<file path="src/bb3_pkg.sv">
// bb3_pkg: shared constants, types and the reciprocal table of the 3x3 box blur
// no dependencies, used by bb3_window, bb3_avg, the top level and the checker
package bb3_pkg;

  localparam int DEF_MAX_WIDTH    = 1024;
  localparam int DEF_MAX_HEIGHT   = 4096;

  localparam int CH_BITS          = 8;
  localparam int PIX_BITS         = 3 * CH_BITS;
  localparam int FW_BITS          = 11;
  localparam int FH_BITS          = 13;
  localparam int CFG_BITS         = 13;
  localparam int SUM_BITS         = 12;   // nine 8-bit terms
  localparam int CNT_BITS         = 4;    // 1 to 9 neighbors
  localparam int NUM_BITS         = 13;   // 2*sum + count
  localparam int RECIP_SHIFT      = 18;
  localparam int RECIP_BITS       = 18;

  localparam int RST_FRAME_WIDTH  = 1024;
  localparam int RST_FRAME_HEIGHT = 768;

  // register indexes
  localparam logic REG_FRAME_WIDTH  = 1'b0;
  localparam logic REG_FRAME_HEIGHT = 1'b1;

  typedef logic [PIX_BITS-1:0] pix_t;

  typedef struct packed {
    logic       shift;
    logic       clear;
    logic [2:0] row_ok;   // bit 0 top row
    logic [2:0] col_ok;   // bit 0 left column
  } win_ctl_t;

  typedef struct packed {
    logic [SUM_BITS-1:0] sum_b;
    logic [SUM_BITS-1:0] sum_g;
    logic [SUM_BITS-1:0] sum_r;
    logic [CNT_BITS-1:0] count;
  } win_sum_t;

  // ceil(2^18 / (2*count)), exact quotient for numerators below 2^13
  function automatic logic [RECIP_BITS-1:0] recip(input logic [CNT_BITS-1:0] count);
    logic [RECIP_BITS-1:0] m;
    case (count)
      4'd1:    m = 18'd131072;
      4'd2:    m = 18'd65536;
      4'd3:    m = 18'd43691;
      4'd4:    m = 18'd32768;
      4'd5:    m = 18'd26215;
      4'd6:    m = 18'd21846;
      4'd7:    m = 18'd18725;
      4'd8:    m = 18'd16384;
      4'd9:    m = 18'd14564;
      default: m = '0;
    endcase
    return m;
  endfunction

endpackage

</file>
<file path="src/bb3_avg.sv">
// bb3_avg: rounded average by reciprocal multiply and the output beat register
// depends on bb3_pkg for the sum type and the reciprocal table
module bb3_avg (
  input  logic                          clk_i,
  input  logic                          rst_ni,
  input  logic                          load_i,
  input  bb3_pkg::win_sum_t             sum_i,
  input  logic                          last_i,
  input  logic                          m_axis_tready,
  output logic [bb3_pkg::PIX_BITS-1:0]  m_axis_tdata,
  output logic                          m_axis_tlast,
  output logic                          m_axis_tvalid
);

  localparam int PW = bb3_pkg::NUM_BITS + bb3_pkg::RECIP_BITS;

  logic [bb3_pkg::RECIP_BITS-1:0] m;
  logic [2:0][bb3_pkg::SUM_BITS-1:0] sums;
  logic [bb3_pkg::PIX_BITS-1:0] data_d, data_q;
  logic last_q, valid_q;

  assign m    = bb3_pkg::recip(sum_i.count);
  assign sums = {sum_i.sum_b, sum_i.sum_g, sum_i.sum_r};

  // (2*sum + count) / (2*count), half-up rounding
  always_comb begin
    logic [bb3_pkg::NUM_BITS-1:0] num;
    logic [PW-1:0]                prod;
    data_d = '0;
    for (int ch = 0; ch < 3; ch++) begin
      num  = {sums[ch], 1'b0} + bb3_pkg::NUM_BITS'(sum_i.count);
      prod = PW'(num) * PW'(m);
      data_d[ch*bb3_pkg::CH_BITS +: bb3_pkg::CH_BITS] =
        prod[bb3_pkg::RECIP_SHIFT +: bb3_pkg::CH_BITS];
    end
  end

  always_ff @(posedge clk_i or negedge rst_ni) begin
    if (!rst_ni) begin
      valid_q <= 1'b0;
    end else if (load_i) begin
      valid_q <= 1'b1;
    end else if (m_axis_tready) begin
      valid_q <= 1'b0;
    end
  end

  always_ff @(posedge clk_i) begin
    if (load_i) begin
      data_q <= data_d;
      last_q <= last_i;
    end
  end

  assign m_axis_tdata  = data_q;
  assign m_axis_tlast  = last_q;
  assign m_axis_tvalid = valid_q;

endmodule

</file>
<file path="config.mk">
export PLATFORM = sky130hd
export DESIGN_NAME = bb3_avg
export DESIGN_NICKNAME = d
export VERILOG_FILES = /design/src/bb3_pkg.sv /design/src/bb3_avg.sv
export SDC_FILE = /design/constraint.sdc
export NUM_CORES = 1
export LEC_CHECK = 0
export BUFFER_PORTS_ARGS = -buffer_cell sky130_fd_sc_hd__buf_2
export CAP_MARGIN = 20
export CORE_ASPECT_RATIO = 1.25
export CORE_MARGIN = 1
export CORE_UTILIZATION = 35
export CTS_CLUSTER_DIAMETER = 80
export CTS_CLUSTER_SIZE = 30
export DETAILED_ROUTE_END_ITERATION = 8
export MAX_ROUTING_LAYER = met4
export PLACE_DENSITY_LB_ADDON = 0.3
export RECOVER_POWER = 50
export SLEW_MARGIN = 40
export SYNTH_ARGS = -nofsm -noshare
export SYNTH_HDL_FRONTEND = slang
export SYNTH_SLANG_ARGS = --single-unit
</file>
<file path="constraint.sdc">
create_clock -name clk_i -period 1.41 [get_ports clk_i]
set_clock_uncertainty 0.1 [all_clocks]
set_input_delay 0.2115 -clock clk_i [delete_from_list [all_inputs] [get_ports clk_i]]
set_output_delay 0.2115 -clock clk_i [all_outputs]
set_load 0.01 [all_outputs]
</file>
Word-level counts from Yosys, hierarchy flattened --
Memory sizes are Yosys's and may differ from the RTL's. Index checks and enable logic that the tools add are counted.
Word-level totals: bits in registers 26, bits in read-only memories 288, output and inout bits 26, memories 1
Memory list:
- (name not given) | words 16, bits a word 18, read ports 1, clocked after Yosys merged registers in 0, write ports 0, line bb3_pkg.sv:45 | case (count)
Operators by class: add/sub/neg operators 3, multipliers 3, mux-type cells 2, reduce and logical (&&, ||, !) cells 1
Operators with widths (count):
- multiplier 13 x 18 -> 26 bit | 3
- adder 13 x 4 -> 13 bit | 3
- 2-to-1 mux 1 bit | 2
- nonzero test 2 bit | 1

Logic depth before layout (Yosys ltp) --
Gate-level depths: netlist of run 1.
word-level depth 2, gate-level depth with buffers 26

Least setup slack after synthesis of run 1 --
Ideal clock, no wire load.
path kind input port to flip-flop, start point input sum_i[1] (netlist bit), end point register data_q, in the netlist m_axis_tdata[15] (data pin), setup time 0.264 ns, arrival 6.163 ns, data required time 1.046 ns, slack -5.117 ns, stages 22, buffers on the path 1, cell sequence ha_1 fa_1 a21oi_1 nor2b_1 xor2_1 clkbuf_1 nand2_1 fa_1 fa_1 inv_1 fa_1 fa_1 inv_1 fa_1 inv_1 ha_1 nand4_1 or2_2 o41ai_1 a31o_2 a31oi_1 xor2_1
On the way: cells in the longest elaborated chain, start to end 2, elaborated cells between the ends (all ways) 3, classes of those cells add/sub (1); mul (1); memory (1)
Ends and longest elaborated chain:
- from (decl) | line bb3_avg.sv:7 | input bb3_pkg::win_sum_t sum_i,
- adder 13 x 4 -> 13 bit or memory (16 x 18 bit) (tied branches)
- multiplier 13 x 18 -> 26 bit (*) | line bb3_avg.sv:32 | prod = PW'(num) * PW'(m);
- via data_d, one bit | line bb3_avg.sv:19 | logic [bb3_pkg::PIX_BITS-1:0] data_d, data_q;
- to (signal assigned) | line bb3_avg.sv:50 | data_q <= data_d;
- to (decl) | line bb3_avg.sv:19
The timed path passes the listed nets; every way through them passes the cells marked *. A chain may end at the register's enable or synchronous reset.

Worst setup path after layout of run 1 --
Same ends and word-level chain as after synthesis.

==> impl_metrics.csv, run 1 <==
group,metric,value,unit
yosys,synth.cell_area,20500,um2
placed_design,port-buffer-count,70,
routing,via_count,17810,
routing,wl,66.70,mm
critical_path,path_max_fanout,5,
timing,setup_ws,-4.687,ns
routing,firstDrtPassIters,5,
yosys,synth_nets,3103,
global_routing,overflow,0,
floorplanning,die_h,272.6,um
cts,cts_tree,"yes",
cells_and_area,seq_area,775.7,um2
worst_hold_path,min_path_type,"input pin to register",
yosys,ys_warn_count,0,
yosys,synth_top_cells_by_area,"fa_1 49%, inv_1 11%, ha_1 10%",
timing,timing.final.crit_period,6.097,ns
routing,avgViaCountPerCell,4.913,
critical_path,critPathRequiredTime,1.38,ns
yosys,synth_edf_count,25,
floorplanning,core,57510,um2
yosys,avgSynthCellArea,8.587,um2
timing,max_slew_margin,37.18,%
floorplanning,rows,98,
pwr,p_leak,13.93,nW
floorplanning,start_util,35.64,%
global_routing,grt_max_degree,27,
timing,finalHoldViolCount,0,
yosys,async_reset_ff_share,3.846,%
timing,setup_viol,24,
yosys,ys.flop_type,"edfxtp_1",
cells_and_area,fin_cells,3625,
cells_and_area,syn_to_final_growth,34.18,%
cells_and_area,fin_nets,3591,
critical_path,reg2reg_setup_slack,0.65,ns
critical_path,cp-start-kind,"input pin",
timing,fmax,0.1640,GHz
routing,route.detailed.drc,0,
timing,slew_violations,0,
critical_path,end_kind,"register",
status,violations,"negative setup slack",
global_routing,antenna_found_initial,2,
yosys,synth_cell_types,63,
floorplanning,io_pins,71,
global_routing,grt_pass1_wl,106.8,mm
global_routing,grt_usage,24.15,%
cells_and_area,fillers,5478,
timing,tightest_slew,0.9423,ns
global_routing,grt_pass1_vias,19940,
routing,final_antenna_net_count,0,
yosys,ys_seq_area_share,3.785,%
yosys,ys_ff_latch,26,
flow_run,max_cap_violations,0,
critical_path,critical_path_class,"input pin to register",
critical_path,cp.arrival,6.07,ns
floorplanning,die_area,59540,um2
placed_design,place_ws,-5.299,ns
yosys,syn_inst,2387,
placed_design,place_congestion,0.9696,
yosys,yosysTopAreaCell,"fa_1",
cts,cts_root_buf,"clkbuf_16",
timing,min_period_over_period,432.4,%
cts,clock_latency,0.31,ns
cts,cts.sinks,26,
placed_design,dp_hpwl,57.63,mm
pwr,p_per_area,759.5,nW/um2
routing,routedWlPerCell,18.40,um
cts,htreeDepth,1,
cts,clockBufferDepth,2,
routing,drt_iter0_drc,1007,
yosys,yosysTopAreaCellShare,49.22,%
cells_and_area,multi_input_area,18660,um2
cts,cts_made_buffers,3,
placed_design,dp_cells,3533,
pwr,vdd_drop_max,0.0005784,V
floorplanning,die_x,218.5,um
status,status,"finished with violations",
cells_and_area,drive_gt1_share,28.88,%
cts,path_clk_slew,0.10,ns
timing,rsz0062_at_grt,"yes",
## per-stage QoR
step	utilization [%]	area [um2]	TNS (ns)	hold slack, ns	power (W)
after floorplan	-	21430	-102.69	-0.1841	0.01183
after global placement	44.68	25700	-119.98	-0.1139	0.01751
after detailed placement	44.68	25700	-121.21	-0.1120	0.01787
after CTS	46.89	26970	-107.86	0.04795	0.02041
after global routing	47.82	27500	-113.19	0.05788	0.02326
final	47.82	27500	-108.19	0.05767	0.02089
## cell usage in the layout, fill, tap and decap left out, types with 6 or more instances in the layout
cell type,netlist,routed
nor2_1,192,173
and3_1,12,11
xor2_1,30,11
o21ai_2,0,7
or2_2,8,6
ha_4,0,26
buf_4,0,430
nand2_2,0,24
nand2_1,457,425
xor2_2,1,15
buf_6,0,38
o21a_1,6,6
xnor2_1,50,37
inv_2,0,20
and2_1,21,20
o211ai_1,8,8
o21ai_0,30,19
xnor2_4,0,8
nor2_2,0,14
a21o_1,23,23
xnor2_2,1,7
buf_2,3,63
nand2_4,0,8
ha_1,167,136
buf_12,0,31
nand4_1,9,9
fa_2,0,32
nand3_1,15,12
fa_1,504,472
a21oi_2,1,14
inv_1,609,589
a21oi_1,46,25
edfxtp_1,25,25
a21oi_4,0,8
## per-layer routing
| metal | up-vias | wire [um] | global-route usage, % | share of wire (%) |
|---|---|---|---|---|
| met2 | 573 | 34660 | 42.70 | 52 |
| li1 | 7948 | - | - | - |
| met5 | - | 0 | - | 0 |
| met4 | 0 | 3397 | 10.07 | 5.1 |
| met3 | 165 | 2960 | 1.514 | 4.4 |
| met1 | 9122 | 25680 | 28.27 | 39 |
## final timing paths
kind                                          to  cells after the start          start
worst max-delay path            m_axis_tdata[15]                     26       sum_i[1]
worst min-delay path               m_axis_tvalid                      3  m_axis_tready
worst max register to register     m_axis_tvalid                      1  m_axis_tvalid
worst min register to register     m_axis_tvalid                      1  m_axis_tvalid
max in group asynchronous          m_axis_tvalid                      2         rst_ni
min in group asynchronous          m_axis_tvalid                      2         rst_ni
## layout make-up
type / instances / area share, %
Clock buffer: 3 / 0.2730
Tap cell: 750 / 3.412
Timing Repair Buffer: 570 / 17.23
Antenna cell: 1 / 0.009099
Sequential cell: 26 / 2.821
Clock inverter: 1 / 0.1092
Multi-Input combinational cell: 1665 / 67.83
Inverter: 609 / 8.312
## where the power goes
group	internal, W	total, W	switching, W
Combinational	0.00863	0.0184	0.00978
Sequential	0.00135	0.00144	0.0000853
Clock	0.000574	0.00104	0.000471
Total	0.0106	0.0209	0.0103
## cell families (layout without fill, tap and decap cells)
| kind of cell | count (synthesis) | in the layout | share of synthesized area (%) |
|---|---|---|---|
| muxes | 2 | 2 | 0.09767 |
| buffers and inverters | 697 | 1183 | 12.78 |
| and+or+nand+nor | 755 | 755 | 15.21 |
| DFF | 26 | 26 | 3.785 |
| other | 0 | 1 | 0 |
| adders and majority gates | 671 | 671 | 59.42 |
| xor gates and xnor gates | 86 | 87 | 4.017 |
| AOI/OAI and AO/OA | 150 | 150 | 4.688 |
## synth_stat cells, types with 3 or more instances
cell type,instances
ha_1,167
nor2_1,192
nor4_1,3
clkbuf_1,79
inv_1,609
a21o_1,23
o211ai_1,8
nand4_1,9
fa_1,504
or2_2,8
xnor2_1,50
and2_1,21
o41ai_1,4
xnor3_1,4
o21a_1,6
edfxtp_1,25
nor2b_1,4
and3_1,12
buf_1,6
o21ai_0,30
o22ai_1,3
nand2b_1,6
xor2_1,30
nand3_1,15
nand2_1,457
nor3_1,11
a21oi_1,46
buf_2,3
and4_1,3
o21bai_1,3
## critical path, stage by stage
cell and delay, ns:
buf_12 0.12, ha_4 0.18, fa_2 0.38, a21oi_4 0.16, buf_4 0.13, nor2b_2 0.04, xor2_2 0.23, buf_4 0.17
bufbuf_16 0.24, nand2_1 0.07, fa_2 0.37, fa_1 0.54, inv_1 0.06, fa_1 0.48, fa_1 0.49, inv_1 0.05
fa_1 0.48, inv_1 0.06, ha_4 0.27, nand4_1 0.09, or2_4 0.26, o41ai_4 0.34, buf_4 0.20, a31o_4 0.20
a31oi_4 0.08, xor2_1 0.15
## flip-flops by register name, indices dropped and copies added, names as in the netlist
| signal | cells |
|---|---|
| m_axis_tlast | 1 |
| m_axis_tdata | 24 |
| m_axis_tvalid | 1 |
## repair_timing
item                                    in CTS  in global routing
resized for setup                          146                 87
cloned                                       2                  0
endpoints found under the hold margin        2                  0
endpoints found under the setup margin      24                 24
hold buffers                                 2                  0
pin swaps                                  122                 94
buffers inserted                            55                 28
(Power assumes the default switching activity.)
==> run 2, diff against run 1 <==
- ABC_AREA: unset -> 1
- clock period: 1.41 -> 4.9 ns (I/O delays scaled with it)
==> run 2 against run 1 <==
The run ends with max-capacitance violations, max-slew violations, negative setup slack left. Power is 59% lower. Final area is 8.3% higher. Die area is 5.5% higher. Sequential power is 71% lower. Clock power is 71% lower. Area after synthesis is 5.6% higher. Synthesized cell count is 18% higher. Clock-buffer cell count stayed put. Worst hold slack worse by 0.0054 ns. Global-route usage is 0.056 points higher. Critical path depth is 4 higher. Setup slack better by 3.3 ns. Largest cell class unchanged. Highest routed layer unchanged.
==> impl_metrics.csv, run 2 <==
group,metric,value,unit
status,status,"finished with violations",
status,violations,"max-capacitance violations, max-slew violations, negative setup slack",
global_routing,grt_usage,24.21,%
worst_hold_path,min_path_type,"input pin to asynchronous set/reset pin",
floorplanning,rows,101,
floorplanning,io_pins,71,
cts,path_clk_slew,0.11,ns
timing,finalHoldViolCount,0,
yosys,ys.flop_type,"edfxtp_1",
global_routing,use_met3,1.623,%
floorplanning,die_x,224.4,um
critical_path,critical_path_class,"input pin to register",
timing,max_slew_margin,-42.93,%
yosys,synth_nets,3538,
cells_and_area,fin_nets,4059,
yosys,synth.cell_area,21640,um2
placed_design,port-buffer-count,70,
critical_path,end_kind,"register",
cells_and_area,largest_reg_flops,24,
cells_and_area,mostFrequentLayoutCells,"651 x inv_1, 614 x nand2_1, 464 x fa_1, 441 x buf_4, 207 x nor2_1",
yosys,ys_warn_count,0,
timing,timing.final.crit_period,6.298,ns
critical_path,crit_start,"sum_i[1]",
floorplanning,die_h,280.0,um
critical_path,r2r-end,"m_axis_tvalid",
global_routing,use_met2,41.97,%
cts,cts_tree,"yes",
critical_path,cp.arrival,6.26,ns
timing,tightest_slew,2.144,ns
cells_and_area,drive_gt1_share,32.38,%
routing,routedWlPerCell,17.11,um
critical_path,cp-start-kind,"input pin",
cells_and_area,final_common_cell,"inv_1",
critical_path,cpMostUsedCell,"inv_2",
placed_design,postPlaceCellArea,27170,um2
yosys,avgSynthCellArea,7.669,um2
floorplanning,die_area,62840,um2
cts,cts.sinks,26,
yosys,synth_edf_count,25,
critical_path,rr_worst_depth,2,
global_routing,overflow,0,
yosys,async_reset_ff_share,3.846,%
timing,slew_violations,27,
cts,htreeDepth,1,
pwr,switching_share,51.38,%
floorplanning,start_util,35.53,%
cts,cts_hold_buf,0,
routing,drt_iter0_drc,951,
cts,cts_root_buf,"clkbuf_16",
routing,route.detailed.drc,0,
yosys,ys_ff_latch,26,
timing,min_period_over_period,128.5,%
pwr,switchingPower,0.004371,W
global_routing,grt_pass1_vias,21380,
cells_and_area,syn_to_final_growth,37.60,%
pwr,combinationalPowerShare,91.5,%
pwr,p_per_area,285.7,nW/um2
placed_design,dp_hpwl,60.84,mm
floorplanning,core,60910,um2
critical_path,r2r_start,"m_axis_tvalid",
critical_path,reg2reg_setup_slack,4.20,ns
yosys,synth_common_cells,"737 x inv_1, 711 x nand2_1, 504 x fa_1",
pwr,p_int,0.004137,W
timing,rsz0062_at_grt,"yes",
flow_run,max_cap_violations,1,
pwr,clock_power_share,3.6,%
yosys,yosysMostFrequentCell,"inv_1",
cts,cts_made_buffers,3,
global_routing,globalRouteMet1Util,27.40,%
timing,setup_ws,-1.398,ns
pwr,p_leak,15.14,nW
placed_design,place_ws,-1.962,ns
cells_and_area,fin_area,29780,um2
yosys,yosysTopAreaCell,"fa_1",
placed_design,place_congestion,1.000,
critical_path,critPathSlowestCell,"fa_1",
global_routing,grt_max_degree,27,
routing,avgViaCountPerCell,4.788,
critical_path,cp_slowest_stage_delay,0.54,ns
cts,clock_latency,0.32,ns
yosys,ys_seq_area_share,3.585,%
timing,setup_viol,24,
routing,firstDrtPassIters,5,
yosys,synth_cell_types,43,
timing,fmax,0.1588,GHz
routing,final_antenna_net_count,0,
global_routing,busiest_layer,"met2",
yosys,syn_inst,2822,
timing,whs,0.05228,ns
critical_path,path_max_fanout,5,
pwr,vdd_drop_max,0.0003444,V
cts,clockBufferDepth,2,
routing,wl,71.30,mm
yosys,yosysTopAreaCellShare,46.62,%
yosys,synth_top_cells_by_area,"fa_1 47%, inv_1 13%, nand2_1 12%",
global_routing,grt_pass1_wl,113.4,mm
critical_path,critPathRequiredTime,4.86,ns
routing,via_count,19960,
pwr,seqPwrFrac,5.0,%
global_routing,antenna_found_initial,2,
run 2: final cells by class:
type                       count  area [um2]
tap                          824        1031
clock inverter                 1       30.03
timing repair buffer         594        4933
multi-input combinational   1952       19950
clock buffer                   3       75.07
fill                        5886       31130
antenna                        2       5.005
sequential                    26       775.7
timing repair inverter         1       8.758
inverter                     765        2969
run 2: power groups by stage:
stage | registers, W | logic, W | clock network (W)
6_report | 0.000422 | 0.00778 | 0.000304
5_1_grt | 0.000432 | 0.00860 | 0.000310
4_1_cts | 0.000422 | 0.00697 | 0.000307
3_5_place_dp | 0.000426 | 0.00610 | 0
3_3_place_gp | 0.000431 | 0.00604 | 0
2_1_floorplan | 0.000473 | 0.00367 | 0
run 2: how the worst max path moves through the flow:
stage	endpoint	cells past startpoint	slack, ns
after floorplan	m_axis_tdata[13]	27	-1.15
after global placement	m_axis_tdata[5]	29	-1.94
after detailed placement	m_axis_tdata[15]	31	-1.96
after CTS	m_axis_tdata[5]	30	-1.34
after global routing	m_axis_tdata[5]	30	-1.61
final	m_axis_tdata[5]	30	-1.40
run 2: layer usage:
metal  wire length, um  up-vias
li1                  -     9212
met1             27060     9925
met2             35630      603
met3              3051      215
met4              5563        0
met5                 0        -
run 2: kinds of logic (layout without fill, tap and decap cells):
family                     Yosys count  in the layout  synth area share [%]
DFF                                 26             26                 3.585
other                                0              2                     0
buffers and inverters              844           1364                 14.65
adders and majority gates          671            671                 56.28
xor gates and xnor gates            31             31                 1.255
and+or+nand+nor                   1113           1113                 20.44
AOI/OAI and AO/OA                  137            137                 3.793
run 2: repair_timing:
action	4_1_cts	5_1_grt
cloned	3	1
setup buffers	37	29
resized for setup	287	265
pin swaps	161	190
endpoints found under the setup margin	24	24
run 2: worst max-delay path: cells and delay by family:
family / cells / cell delay [ns]
AOI/OAI and AO/OA: 1 / 0.13
xor gates and xnor gates: 2 / 0.27
buffers and inverters: 10 / 0.84
adders and majority gates: 8 / 3.47
and+or+nand+nor: 9 / 0.79
run 2: per-stage QoR:
stage,util (%),power (W),cells,TNS [ns]
final,48.89,0.008508,4168,-30.45
after global routing,48.89,0.009340,4168,-34.76
after CTS,47.02,0.007702,4138,-29.31
after detailed placement,44.61,0.006528,4095,-41.13
after global placement,44.60,0.006469,4095,-40.50
after floorplan,-,0.004139,2822,-23.98
