==> src/bb3_pkg.sv <==
// bb3_pkg: shared constants, types and the reciprocal table of the 3x3 box blur
// no dependencies, used by bb3_window, bb3_avg, the top level and the checker
package bb3_pkg;

  localparam int DEF_MAX_WIDTH    = 1024;
  localparam int DEF_MAX_HEIGHT   = 4096;

  localparam int CH_BITS          = 8;
  localparam int PIX_BITS         = 3 * CH_BITS;
  localparam int FW_BITS          = 11;
  localparam int FH_BITS          = 13;
  localparam int CFG_BITS         = 13;
  localparam int SUM_BITS         = 12;   // nine 8-bit terms
  localparam int CNT_BITS         = 4;    // 1 to 9 neighbors
  localparam int NUM_BITS         = 13;   // 2*sum + count
  localparam int RECIP_SHIFT      = 18;
  localparam int RECIP_BITS       = 18;

  localparam int RST_FRAME_WIDTH  = 1024;
  localparam int RST_FRAME_HEIGHT = 768;

  // register indexes
  localparam logic REG_FRAME_WIDTH  = 1'b0;
  localparam logic REG_FRAME_HEIGHT = 1'b1;

  typedef logic [PIX_BITS-1:0] pix_t;

  typedef struct packed {
    logic       shift;
    logic       clear;
    logic [2:0] row_ok;   // bit 0 top row
    logic [2:0] col_ok;   // bit 0 left column
  } win_ctl_t;

  typedef struct packed {
    logic [SUM_BITS-1:0] sum_b;
    logic [SUM_BITS-1:0] sum_g;
    logic [SUM_BITS-1:0] sum_r;
    logic [CNT_BITS-1:0] count;
  } win_sum_t;

  // ceil(2^18 / (2*count)), exact quotient for numerators below 2^13
  function automatic logic [RECIP_BITS-1:0] recip(input logic [CNT_BITS-1:0] count);
    logic [RECIP_BITS-1:0] m;
    case (count)
      4'd1:    m = 18'd131072;
      4'd2:    m = 18'd65536;
      4'd3:    m = 18'd43691;
      4'd4:    m = 18'd32768;
      4'd5:    m = 18'd26215;
      4'd6:    m = 18'd21846;
      4'd7:    m = 18'd18725;
      4'd8:    m = 18'd16384;
      4'd9:    m = 18'd14564;
      default: m = '0;
    endcase
    return m;
  endfunction

endpackage

==> src/bb3_window.sv <==
// bb3_window: left and center window columns plus masked 3x3 channel sums
// depends on bb3_pkg for pixel, control and sum types
module bb3_window (
  input  logic                                   clk_i,
  input  logic                                   rst_ni,
  input  bb3_pkg::win_ctl_t                      ctl_i,
  input  logic [2:0][bb3_pkg::PIX_BITS-1:0]      col_i,
  output bb3_pkg::win_sum_t                      sum_o
);

  logic [2:0][bb3_pkg::PIX_BITS-1:0] left_q, left_d;
  logic [2:0][bb3_pkg::PIX_BITS-1:0] mid_q, mid_d;

  always_comb begin
    left_d = left_q;
    mid_d  = mid_q;
    if (ctl_i.clear) begin
      left_d = '0;
      mid_d  = '0;
    end else if (ctl_i.shift) begin
      left_d = mid_q;
      mid_d  = col_i;
    end
  end

  always_ff @(posedge clk_i or negedge rst_ni) begin
    if (!rst_ni) begin
      left_q <= '0;
      mid_q  <= '0;
    end else begin
      left_q <= left_d;
      mid_q  <= mid_d;
    end
  end

  // nine terms, each used only where its row and column lie in the frame
  always_comb begin
    logic [2:0][bb3_pkg::PIX_BITS-1:0] cols [3];
    logic                              use_it;
    sum_o = '0;
    cols[0] = left_q;
    cols[1] = mid_q;
    cols[2] = col_i;
    for (int ci = 0; ci < 3; ci++) begin
      for (int ri = 0; ri < 3; ri++) begin
        use_it = ctl_i.col_ok[ci] & ctl_i.row_ok[ri];
        if (use_it) begin
          sum_o.sum_r = sum_o.sum_r + bb3_pkg::SUM_BITS'(cols[ci][ri][7:0]);
          sum_o.sum_g = sum_o.sum_g + bb3_pkg::SUM_BITS'(cols[ci][ri][15:8]);
          sum_o.sum_b = sum_o.sum_b + bb3_pkg::SUM_BITS'(cols[ci][ri][23:16]);
          sum_o.count = sum_o.count + bb3_pkg::CNT_BITS'(1);
        end
      end
    end
  end

endmodule

==> config.mk <==
export PLATFORM = sky130hd
export DESIGN_NAME = bb3_window
export DESIGN_NICKNAME = d
export VERILOG_FILES = /design/src/bb3_pkg.sv /design/src/bb3_window.sv
export SDC_FILE = /design/constraint.sdc
export NUM_CORES = 1
export LEC_CHECK = 0
export BUFFER_PORTS_ARGS = -buffer_cell sky130_fd_sc_hd__buf_4
export CAP_MARGIN = 20
export CORE_MARGIN = 2
export CORE_UTILIZATION = 35
export DETAILED_ROUTE_END_ITERATION = 10
export HOLD_SLACK_MARGIN = 0.15
export SYNTH_ARGS = -nofsm -noshare
export SYNTH_HDL_FRONTEND = slang
export SYNTH_SLANG_ARGS = --single-unit
==> constraint.sdc <==
create_clock -name clk_i -period 10.8 [get_ports clk_i]
set_input_delay 0.54 -clock clk_i [delete_from_list [all_inputs] [get_ports clk_i]]
set_output_delay 0.54 -clock clk_i [all_outputs]
set_load 0.01 [all_outputs]
* Word-level counts from Yosys, hierarchy flattened
Cells that the tools add are included.
** Word-level totals
- Flip-flop bits (word level) :: 144
- Output and inout port bits :: 40
** Cells by class
- Add/subtract/negate cells :: 32
- Mux-type cells :: 13
- Bitwise gates (word level) :: 9
- Reduce and logical (&&, ||, !) cells :: 1
** Operators by type and width (count)
- $mux W40 :: 8
- $add A12 B8 Y12 :: 24
- $mux W72 :: 4
- $mux W36 :: 1
- $add A4 B1 Y4 const B :: 8
- $and A1 B1 Y1 :: 9
- $reduce_bool A2 Y1 :: 1

* Logic depth before layout (Yosys ltp)
Gate-level depths: netlist of run 1.
- Depth in word-level cells :: 18
- Mapped depth :: 52

* Worst setup path before layout of run 1
Ideal clock, no wire load.
- Kind :: input -> output
- Start :: in ctl_i[3] (netlist bit)
- End :: out sum_o[27] (netlist bit)
- Data arrival time :: 9.371 ns
- Required time :: 10.260 ns
- Slack :: 0.889 ns
- Stages on the path :: 46
- Buffers on the path :: 3
- Cell sequence :: clkbuf_1 -> clkbuf_1 -> clkbuf_1 -> and3_1 -> ha_1 -> inv_1 -> fa_1 -> nor2b_1 -> a21oi_1 -> nor2b_1 -> ha_1 -> a21o_1 -> a21oi_1 -> o21bai_1 -> a21oi_1 -> xnor2_1 -> mux2_2 -> ha_1 -> [... 10 more ...] -> xnor2_1 -> nor2_1 -> a21oi_1 -> ha_1 -> a211o_1 -> and3_1 -> a21o_1 -> ha_1 -> a21oi_1 -> xor2_1 -> a21oi_1 -> ha_1 -> inv_1 -> o21ai_0 -> and3_1 -> maj3_1 -> and3b_1 -> nor4_1
** RTL lines
- start, declared :: RTL line bb3_window.sv:6 : input bb3_pkg::win_ctl_t ctl_i,
- end, declared :: RTL line bb3_window.sv:8 : output bb3_pkg::win_sum_t sum_o

==> impl_results.md, run 1 <==
- Outcome: finished, final reports clean
- Headroom to the max-slew limit: 25.6%
- Die Footprint: 51,000 µm²
- Total power: 2.15 mW
- Pins over their slew limit: 0
- All-Layer GR Usage: 19.9%
- Minimum period implied by the final worst setup slack: ~10 ns
- Predominant post-synthesis flop cell: sky130_fd_sc_hd__dfrtp_1
- Chip height: 226 µm
- Max Clk Rate: 97.4 MHz
- Post-detailed-placement half-perimeter wirelength: 39.6 mm
- Master of the slowest instance on the critical path: sky130_fd_sc_hd__or3_1
- Final wirelength: between 50 and 60 mm
- Quantity of I/O buffers inserted on ports: approximately 120
- Via-to-Cell Ratio: 5.30
- Synth-to-layout area growth: 13.3%
- Leakage power total: 9.67 nW
- Synthesized area per cell: just over 8 µm²
- Routed via count: 15,217
- R2r endpoint: left_q[41]$_DFFE_PN0P_
- Portion of the post-synthesis area used by sequential elements: 20.9%
- Pin count of the biggest net entering global routing: just under 90
- Share of synthesized flip-flops with an asynchronous set or reset: 100%
- Final hold violation count: 0
- Critical Path Start Type: flip-flop
- GRT overflow: 0
- Remaining antenna violation count: 0
- Largest vdd supply drop: 108 µV
- Die width: 226 µm
- CTS Buf Count: 17
- Global-route wire length before repair: around 80 mm
- Slowest Stage Delay on Critical Path: 0.39 ns
- Total of fill cells in the finished design: 4,977
- Clock transition time at the flip-flop clock pins of the worst setup and hold paths: 0.06 ns
- Number of buffers on the longest clock path: 2
- Nets: 2,500
- Max-capacitance violation count: 0
- Clock Skews: 0.00994 ns
- Yosys synthesis warning count: 0
- R2r setup slk: 9.94 ns
- Post-route DRC: 0
- Arrival @ worst endpoint: approximately 10 ns
- Share of final-layout standard cells stronger than drive strength 1: 11.4%
- Pin slew with the least headroom to its limit: 1.12 ns
- Distinct cells, synth: 72
- Crit path capture type: primary output
- Starting density of the core: 35.3%
- Power Density: 110 nW/µm²
- Number of iterations in the first detailed-routing pass: 5
- DRT iter0 DRCs: 753
- Clk root buf: sky130_fd_sc_hd__clkbuf_16
- Post-synth design cell area: between 15,000 and 20,000 µm²
- Clock sinks: 144
- Placement Rows: 81
- Highest net fanout along the worst path: 4
- Logic depth of the worst register-to-register path: 2
- Classification of the worst setup path: reg2out
- DR WL/cell: 17.5 µm
- Worst hold path class: in2async
- Post-Route Hold Slack: around 0.14 ns
- Most common cell on crit path: sky130_fd_sc_hd__ha_1
- Hold-fix buffer count after cts: 0
- Core outline area: ~49,000 µm²
- Level count of the clock H-tree: 4
- Data required time at the worst endpoint: 10.26 ns
- Net count of the mapped netlist: roughly 2,400
- Boundary Pins: 122
- Antenna cells: 0
- Number of setup violations in the final report: 0
- Yosys reg bits: 144
- Setup crit end: sum_o[27]
- Number of antenna violations at the first check in global routing: 3
- Number of cells produced by synthesis: 2,116
- Skew-Pair Late Insertion Delay: 0.45 ns
- Routability-driven placement congestion ratio: about 0.89
- Post-synth EDFFs: 0
- CTS tree: built
- Resized cells post-CTS: 0
- Portion of the clock cycle consumed by the worst path in the final layout: 95.1%
- Reg-to-reg critical path startpoint: mid_q[41]$_DFFE_PN0P_
- Post-CTS Setup Repair Bufs: 0
- CP Launch Point: left_q[8]$_DFFE_PN0P_
- Via count of the first global-routing pass: roughly 15,000
critical path: cells and delay by family (launching register included):
| kind | cells | cell delay [ns] |
|---|---|---|
| adders and majority gates | 10 | 3.11 |
| AOI/OAI and AO/OA | 14 | 2.51 |
| xor gates and xnor gates | 3 | 0.42 |
| and+or+nand+nor | 11 | 2.18 |
| DFF | 1 | 0.37 |
| buffers and inverters | 4 | 0.36 |
| muxes | 1 | 0.29 |
layout make-up:
class | instances | area [µm²] | share of cell area [%]
clock buffer | 18 | 429 | 2.20
clock inverter | 14 | 204 | 1.05
inverter | 124 | 465 | 2.39
multi-input combinational | 1765 | 12900 | 66.0
sequential | 144 | 3600 | 18.5
tap | 664 | 831 | 4.26
timing repair buffer | 142 | 1100 | 5.64
worst min path at each step:
stage	start	to	slack, ns
2_1_floorplan	rst_ni	left_q[0]$_DFFE_PN0P_	0.24
3_5_place_dp	left_q[22]$_DFFE_PN0P_	left_q[22]$_DFFE_PN0P_	0.52
3_3_place_gp	left_q[22]$_DFFE_PN0P_	left_q[22]$_DFFE_PN0P_	0.50
6_report	rst_ni	mid_q[62]$_DFFE_PN0P_	0.14
4_1_cts	rst_ni	mid_q[62]$_DFFE_PN0P_	0.18
5_1_grt	rst_ni	mid_q[62]$_DFFE_PN0P_	0.21
layer usage:
layer  routed length, µm  up-vias  share of wire [%]  GRT usage (%)
li1                    -     7582                  -              -
met1               21100     7233                 42           23.5
met2               25600      303                 51           36.3
met3                1690       95                3.4           2.71
met4                1900        4                3.8           7.80
met5                  27        -              0.054              0
cell families (layout without fill, tap and decap cells):
kind of cell	count (synthesis)	count (layout)	synth area share (%)
adders and majority gates	227	227	17.5
DFF	144	144	20.9
muxes	207	207	12.4
and+or+nand+nor	640	640	16.8
buffers and inverters	207	298	4.61
AOI/OAI and AO/OA	530	530	19.4
xor gates and xnor gates	161	161	8.38
cell usage in the layout, fill, tap and decap left out, types with 42 or more instances in the layout:
| cell type | instances |
|---|---|
| sky130_fd_sc_hd__nor2_1 | 304 |
| sky130_fd_sc_hd__ha_1 | 200 |
| sky130_fd_sc_hd__mux2i_1 | 156 |
| sky130_fd_sc_hd__dfrtp_1 | 144 |
| sky130_fd_sc_hd__a21oi_1 | 140 |
| sky130_fd_sc_hd__nand2_1 | 140 |
| sky130_fd_sc_hd__buf_4 | 138 |
| sky130_fd_sc_hd__inv_1 | 124 |
| sky130_fd_sc_hd__o21ai_0 | 106 |
| sky130_fd_sc_hd__xnor2_1 | 104 |
| sky130_fd_sc_hd__xor2_1 | 54 |
| sky130_fd_sc_hd__mux2_2 | 51 |
| sky130_fd_sc_hd__a21o_1 | 50 |
| sky130_fd_sc_hd__nor2b_1 | 42 |
flip-flops by register name, indices dropped and copies added, names as in the netlist:
register	count
left_q	72
mid_q	72
synth_stat cells, drive strengths merged (4+ instances only):
cell type	n	area share, %
o22ai	7	0.25
fa	24	2.8
a22oi	4	0.17
and3	25	0.91
xnor2	106	5.5
a21boi	10	0.44
nand2	140	3.1
o211ai	9	0.39
nor3	27	0.78
or4	4	0.20
nor4b	4	0.20
o31a	7	0.36
o21ai	134	3.9
clkbuf	63	1.4
nor2b	44	1.6
a211oi	24	1.0
o21bai	33	1.4
o21a	40	1.7
ha	200	15
a211o	7	0.36
o31ai	17	0.74
o2bb2ai	4	0.20
a31oi	13	0.47
dfrtp	144	21
nor2	304	6.6
inv	124	2.7
or3	8	0.29
mux2i	156	9.1
a21oi	147	4.4
a21o	50	2.2
nand3b	7	0.31
nand2b	27	1.0
and2	15	0.54
mux2	51	3.3
xor2	55	2.9
nand3	21	0.61
buf	20	0.53
power breakdown:
part / total, mW / leakage [nW] / internal [mW] / switching (mW)
Combinational: 0.896 / 7.42 / 0.409 / 0.487
Sequential: 0.594 / 1.95 / 0.563 / 0.0311
Clock: 0.658 / 0.304 / 0.391 / 0.266
per-stage QoR:
step           worst slack (ns)  cells  setup TNS, ns  cell area [µm²]  utilization [%]
3_3_place_gp              0.660   2838              0            18800             38.6
3_5_place_dp              0.397   2838              0            18800             38.6
5_1_grt                 -0.0161   2871        -0.0161            19500             40.0
2_1_floorplan             0.889   2116              0            17200                -
4_1_cts                   0.346   2870              0            19400             39.9
6_report                  0.530   2871              0            19500             40.0
No activity file was read; power rests on OpenSTA's default activity.
==> run 2: changes to the inputs <==
--- a/config.mk
+++ b/config.mk
@@ -9,3 +9,3 @@
 export CAP_MARGIN = 20
-export CORE_MARGIN = 2
+export CORE_MARGIN = 1.5
 export CORE_UTILIZATION = 35
@@ -13,2 +13,3 @@
 export HOLD_SLACK_MARGIN = 0.15
+export REMOVE_ABC_BUFFERS = 1
 export SYNTH_ARGS = -nofsm -noshare
==> constraint.sdc (replaced) <==
create_clock -name clk_i -period 10.8 [get_ports clk_i]
set_input_delay 1.62 -clock clk_i [delete_from_list [all_inputs] [get_ports clk_i]]
set_output_delay 1.62 -clock clk_i [all_outputs]
set_load 0.01 [all_outputs]
==> run 2 against run 1 <==
Net effect: the run now ends with setup timing left; worst setup slack worse by 1.3 ns; sequential cell count stayed put; clock skew is 0.0031 ns higher.
==> impl_results.md, run 2 (same netlist as run 1, synthesis figures left out) <==
- Outcome: finished, violations left
- Violated checks: setup timing
- Via count of the first global-routing pass: 18,029 (+20%)
- Crit path capture type: primary output
- DR WL/cell: 17.9 µm (+2.4%)
- Most common cell on crit path: sky130_fd_sc_hd__ha_4
- Largest vdd supply drop: 85.2 µV (-21%)
- Skew-Pair Late Insertion Delay: 0.46 ns (about the same)
- Leakage power total: 12.3 nW (+27%)
- R2r endpoint: left_q[29]$_DFFE_PN0P_
- Nets: 2,963 (+19%)
- Pin slew with the least headroom to its limit: 1.17 ns (+0.0506 ns)
- Post-route DRC: 0 (unchanged)
- Pin count of the biggest net entering global routing: 95 (+9.2%)
- Clock Skews: 0.0130 ns (+0.00306 ns)
- Quantity of I/O buffers inserted on ports: 121 (unchanged)
- Die width: 225 µm (-0.44%)
- Global-route track usage on met3: 3.36% (+0.65 points)
- Reg-to-reg critical path startpoint: mid_q[29]$_DFFE_PN0P_
- Master of the slowest instance on the critical path: sky130_fd_sc_hd__fa_2
- Global-route wire length before repair: 92.9 mm (+16%)
- Total of fill cells in the finished design: 4,309 (-13%)
- Final cell utilization of the core: 52.1% (+12 points)
- Post-Route Setup TNS: -9.80 ns (-9.80 ns)
- Headroom to the max-slew limit: 22.2% (-3.4 points)
- Number of setup violations in the final report: 19 (+19)
- Critical Path Start Type: input port
- CP Launch Point: ctl_i[3]
- Die Footprint: 50,600 µm² (-0.88%)
- Post-detailed-placement half-perimeter wirelength: 42.2 mm (+6.6%)
- CTS tree: built
- Number of placed instances with taps included: 3,195 (+13%)
- DRT iter0 DRCs: 1,028 (+37%)
- CTS Buf Count: 17 (unchanged)
- Synth-to-layout area growth: 47.4%
- Max Clk Rate: 86.2 MHz (-11%)
- Slowest Stage Delay on Critical Path: 0.43 ns (+0.04 ns)
- Most frequent standard cell in the layout excluding fill and tap cells: sky130_fd_sc_hd__buf_4
- Placement Rows: 81 (unchanged)
- Post-Route Hold Slack: 0.519 ns (+0.377 ns)
- Starting density of the core: 35.3% (unchanged)
- Clock sinks: 144 (unchanged)
- Data required time at the worst endpoint: 9.18 ns (-1.08 ns)
- Portion of the clock cycle consumed by the worst path in the final layout: 107% (+12 points)
- Routability-driven placement congestion ratio: 0.844 (-4.8%)
- Via-to-Cell Ratio: 5.30 (about the same)
- Largest registers ranked by flip-flop count: left_q x72, mid_q x72
- Arrival @ worst endpoint: 9.98 ns (+0.25 ns)
- Clock transition time at the flip-flop clock pins of the worst setup and hold paths: 0.07 ns (about the same)
- Power Density: 106 nW/µm² (-3.5%)
- Share of final-layout standard cells stronger than drive strength 1: 39.1% (+28 points)
- All-Layer GR Usage: 23.1% (+3.2 points)
- Boundary Pins: 122 (unchanged)
- Pins over their slew limit: 0 (unchanged)
- Highest net fanout along the worst path: 3 (-1)
- Classification of the worst setup path: in2out
- Number of antenna violations at the first check in global routing: 2 (-1)
- Number of iterations in the first detailed-routing pass: 5 (unchanged)
- Commonest cells after routing, fill and taps aside: sky130_fd_sc_hd__buf_4 (570), sky130_fd_sc_hd__nor2_1 (290), sky130_fd_sc_hd__mux2i_1 (152)
- Remaining antenna violation count: 0 (unchanged)
- Final wirelength: 59.8 mm (+19%)
- Level count of the clock H-tree: 4 (unchanged)
- Antenna cells: 0 (unchanged)
- Most heavily used metal layer in global routing: met2
- Hold-fix buffer count after cts: 0 (unchanged)
- Met2 GRT Util: 40.4% (+4.1 points)
- Post-Layout Cell Count: 3,334 (+16%)
- Final hold violation count: 0 (unchanged)
- Setup ws final: -0.803 ns (-1.33 ns)
- Logic depth of the worst register-to-register path: 2 (unchanged)
- Worst hold path class: reg2reg
- R2r setup slk: 9.91 ns (-0.03 ns)
- Met1 demand-to-capacity share in global routing: 29.4% (+5.9 points)
- Max-capacitance violation count: 0 (unchanged)
- Minimum period implied by the final worst setup slack: 11.60 ns (+1.33 ns)
- Setup repair after global routing missed its margin: true
- Number of buffers on the longest clock path: 2 (unchanged)
- Setup crit end: sum_o[27]
- Clk root buf: sky130_fd_sc_hd__clkbuf_16
- Chip height: 225 µm (-0.44%)
- Routed via count: 17,657 (+16%)
- GRT overflow: 0 (unchanged)
- Core outline area: 48,700 µm² (unchanged)
[run 2: area by class of cell]
| type | instances | area [µm²] | share of cell area, % |
|---|---|---|---|
| multi-input combinational | 1765 | 15100 | 59.6 |
| timing repair buffer | 605 | 4720 | 18.6 |
| sequential | 144 | 3600 | 14.2 |
| tap | 664 | 831 | 3.27 |
| inverter | 124 | 465 | 1.83 |
| clock buffer | 20 | 457 | 1.80 |
| clock inverter | 12 | 183 | 0.719 |
[run 2: worst max-delay path: cells and delay by family]
kind	cells	cell delay, ns
AND/OR/NAND/NOR	9	1.65
XOR/XNOR	3	0.42
adder cells (fa/ha/maj)	10	2.83
AO/OA/AOI/OAI	16	2.43
buffers and inverters	7	0.71
multiplexers	1	0.29
[run 2: worst min path at each step]
stage | slack [ns] | depth (start not counted) | from | to
after floorplan | 0.48 | 2 | left_q[20]$_DFFE_PN0P_ | left_q[20]$_DFFE_PN0P_
after global placement | 0.49 | 2 | left_q[20]$_DFFE_PN0P_ | left_q[20]$_DFFE_PN0P_
after detailed placement | 0.51 | 2 | left_q[20]$_DFFE_PN0P_ | left_q[20]$_DFFE_PN0P_
after CTS | 0.52 | 2 | left_q[20]$_DFFE_PN0P_ | left_q[20]$_DFFE_PN0P_
after global routing | 0.55 | 2 | left_q[20]$_DFFE_PN0P_ | left_q[20]$_DFFE_PN0P_
final | 0.52 | 2 | left_q[20]$_DFFE_PN0P_ | left_q[20]$_DFFE_PN0P_
[run 2: through the flow]
step | total power, mW | area, µm² | worst slack (ns)
2_1_floorplan | 1.21 | 16900 | -0.682
3_3_place_gp | 1.65 | 21500 | -1.24
3_5_place_dp | 1.69 | 21500 | -1.54
4_1_cts | 2.55 | 24100 | -0.844
5_1_grt | 2.85 | 25400 | -1.17
6_report | 2.70 | 25400 | -0.803
[run 2: repair_timing]
item,CTS,global route
hold endpoints to repair,0,0
setup endpoints to repair,22,26
buffers inserted,77,43
gates resized for setup,306,193
pin swaps,111,160
[run 2: report_power, final]
group	leakage, nW	switching (mW)	internal [mW]
combinational	10.0	0.666	0.761
sequential	1.95	0.0333	0.563
clock	0.303	0.274	0.400
total	12.3	0.973	1.72
[run 2: per-layer routing]
metal	routed length, µm	share of wire, %
met1	26600	44
met2	29200	49
met3	2790	4.7
met4	1230	2.1
met5	15	0.025
==> run 3: changes to the inputs <==
Settings changed: CORE_UTILIZATION 35 to 54, PLACE_DENSITY set to 0.73, SKIP_CTS_REPAIR_TIMING set to 1.
==> run 3 against run 2 <==
Net effect: register-to-register slack lost 0.07 ns; routed wire length fell by 1.5%; non-clock buffer count down 103; total power fell by 5.0%; first-iteration DRC count increased by 46%; the run still ends with setup timing left; largest cell class unchanged; critical path depth is 6 higher; clock-buffer cell count is 2 lower; critical endpoint is now sum_o[14].
==> impl_results.md, run 3 (same netlist as run 1, synthesis figures left out) <==
- CTS Buf Count: 17 (unchanged)
- Post-detailed-placement half-perimeter wirelength: 39.5 mm (-6.4%)
- Logic depth of the worst register-to-register path: 2 (unchanged)
- Outcome: finished, violations left
- Worst hold path endpoint: left_q[15]$_DFFE_PN0P_
- Most heavily used metal layer in global routing: met2
- Leakage power total: 11.6 nW (-5.9%)
- Remaining antenna violation count: 0 (unchanged)
- Share of final-layout standard cells stronger than drive strength 1: 33.4% (-5.7 points)
- Via count of the first global-routing pass: 17,158 (-4.8%)
- Setup slack after placement: -1.31 ns (+0.223 ns)
- Boundary Pins: 122 (unchanged)
- DR WL/cell: 19.8 µm (+11%)
- Slowest Stage Delay on Critical Path: 0.53 ns (+0.10 ns)
- Classification of the worst setup path: in2out
- Beginning of the worst hold path: left_q[15]$_DFFE_PN0P_
- Global-route wire length before repair: 83.5 mm (-10%)
- Die Footprint: 33,000 µm² (-35%)
- Post-route DRC: 0 (unchanged)
- DRT iter0 DRCs: 1,496 (+46%)
- Number of buffers on the longest clock path: 2 (unchanged)
- Nets: 2,860 (-3.5%)
- Crit path capture type: primary output
- Worst hold path class: reg2reg
- Placement Rows: 65 (-20%)
- Final hold violation count: 0 (unchanged)
- Master of the slowest instance on the critical path: sky130_fd_sc_hd__fa_2
- Pin count of the biggest net entering global routing: 91 (-4.2%)
- CP Launch Point: ctl_i[0]
- Setup ws final: -1.18 ns (-0.381 ns)
- R2r endpoint: mid_q[12]$_DFFE_PN0P_
- Commonest cells after routing, fill and taps aside: sky130_fd_sc_hd__buf_4 (482), sky130_fd_sc_hd__nor2_1 (297), sky130_fd_sc_hd__mux2i_1 (152)
- Max Clk Rate: 83.4 MHz (-3.2%)
- GRT overflow: 0 (unchanged)
- Clock sinks: 144 (unchanged)
- Synth-to-layout area growth: 36.2%
- Pin slew with the least headroom to its limit: 1.08 ns (-0.0851 ns)
- Setup repair after global routing missed its margin: true
- Routed via count: 18,098 (+2.5%)
- Via-to-Cell Ratio: 6.10 (+15%)
- Routability-driven placement congestion ratio: 0.909 (+7.7%)
- Met2 GRT Util: 56.0% (+16 points)
- Portion of the clock cycle consumed by the worst path in the final layout: 111% (+3.5 points)
- Headroom to the max-slew limit: 27.9% (+5.7 points)
- Die width: 182 µm (-19%)
- Clk root buf: sky130_fd_sc_hd__clkbuf_16
- CTS tree: built
- Violated checks: setup timing
- Data required time at the worst endpoint: 9.18 ns (about the same)
- Chip height: 182 µm (-19%)
- Reg-to-reg critical path startpoint: mid_q[12]$_DFFE_PN0P_
- All-Layer GR Usage: 31.7% (+8.6 points)
- Final wirelength: 58.9 mm (-1.5%)
- Number of iterations in the first detailed-routing pass: 5 (unchanged)
- Minimum period implied by the final worst setup slack: 11.98 ns (+0.381 ns)
- Met1 demand-to-capacity share in global routing: 38.2% (+8.8 points)
- Critical Path Start Type: input port
- Max-capacitance violation count: 0 (unchanged)
- Quantity of I/O buffers inserted on ports: 121 (unchanged)
- Level count of the clock H-tree: 4 (unchanged)
- Global-route track usage on met3: 3.95% (+0.59 points)
- Arrival @ worst endpoint: 10.36 ns (+0.38 ns)
- Number of setup violations in the final report: 22 (+3)
- Starting density of the core: 54.7% (+19 points)
- Largest vdd supply drop: 122 µV (+43%)
- Hold-critical path depth: 2 (unchanged)
- Skew-Pair Late Insertion Delay: 0.44 ns (-0.02 ns)
- R2r setup slk: 9.84 ns (-0.07 ns)
- Clock Skews: 0.00735 ns (-0.00565 ns)
- Pins over their slew limit: 0 (unchanged)
- Power Density: 109 nW/µm² (+2.7%)
- Clock transition time at the flip-flop clock pins of the worst setup and hold paths: 0.07 ns (about the same)
- Number of antenna violations at the first check in global routing: 0 (-2)
- Post-Route Hold Slack: 0.524 ns (+0.00561 ns)
- Most frequent standard cell in the layout excluding fill and tap cells: sky130_fd_sc_hd__buf_4
- Largest registers ranked by flip-flop count: left_q x72, mid_q x72
- Core outline area: 31,500 µm² (-35%)
- Antenna cells: 0 (unchanged)
- Highest net fanout along the worst path: 8 (+5)
-- run 3: metal layers --
metal	up-vias	routed length [µm]
li1	8324	-
met1	8697	23200
met2	848	28600
met3	229	4050
met4	0	3050
met5	-	0
-- run 3: how the worst max path moves through the flow --
stage	to	slack [ns]	cells past startpoint
4_1_cts	sum_o[27]	-1.34	45
3_5_place_dp	sum_o[27]	-1.31	45
3_3_place_gp	sum_o[27]	-1.04	45
6_report	sum_o[14]	-1.18	52
2_1_floorplan	sum_o[27]	-0.68	43
5_1_grt	sum_o[14]	-1.47	54
-- run 3: final cells by class --
type                    count  area (µm²)
clock inverters            14         180
fillers                  2049        8010
flip-flops and latches    144        3600
multi-input cells        1765       14400
repair buffers            502        3870
inverters                 124         465
clock buffers              18         429
well taps                 402         503
-- run 3: worst max-delay path: cells and delay by family --
family	cells	cell delay, ns
AOI/OAI and AO/OA	14	2.07
xor gates and xnor gates	4	0.74
buffers and inverters	11	1.22
adders and majority gates	9	3.01
and+or+nand+nor	14	1.66
-- run 3: power by group --
part / internal [mW] / switching, mW
Combinational: 0.676 / 0.649
Clock: 0.368 / 0.274
Sequential: 0.563 / 0.0312
-- run 3: through the flow --
step | util [%] | setup TNS (ns) | total power [mW] | std cells | instance area [µm²]
2_1_floorplan | - | -1.97 | 1.21 | 2033 | 16900
3_3_place_gp | 66.1 | -12.39 | 1.61 | 2885 | 20800
3_5_place_dp | 66.1 | -17.87 | 1.66 | 2885 | 20800
4_1_cts | 68.0 | -18.65 | 2.30 | 2917 | 21400
5_1_grt | 74.6 | -21.62 | 2.69 | 2969 | 23500
6_report | 74.6 | -14.04 | 2.56 | 2969 | 23500
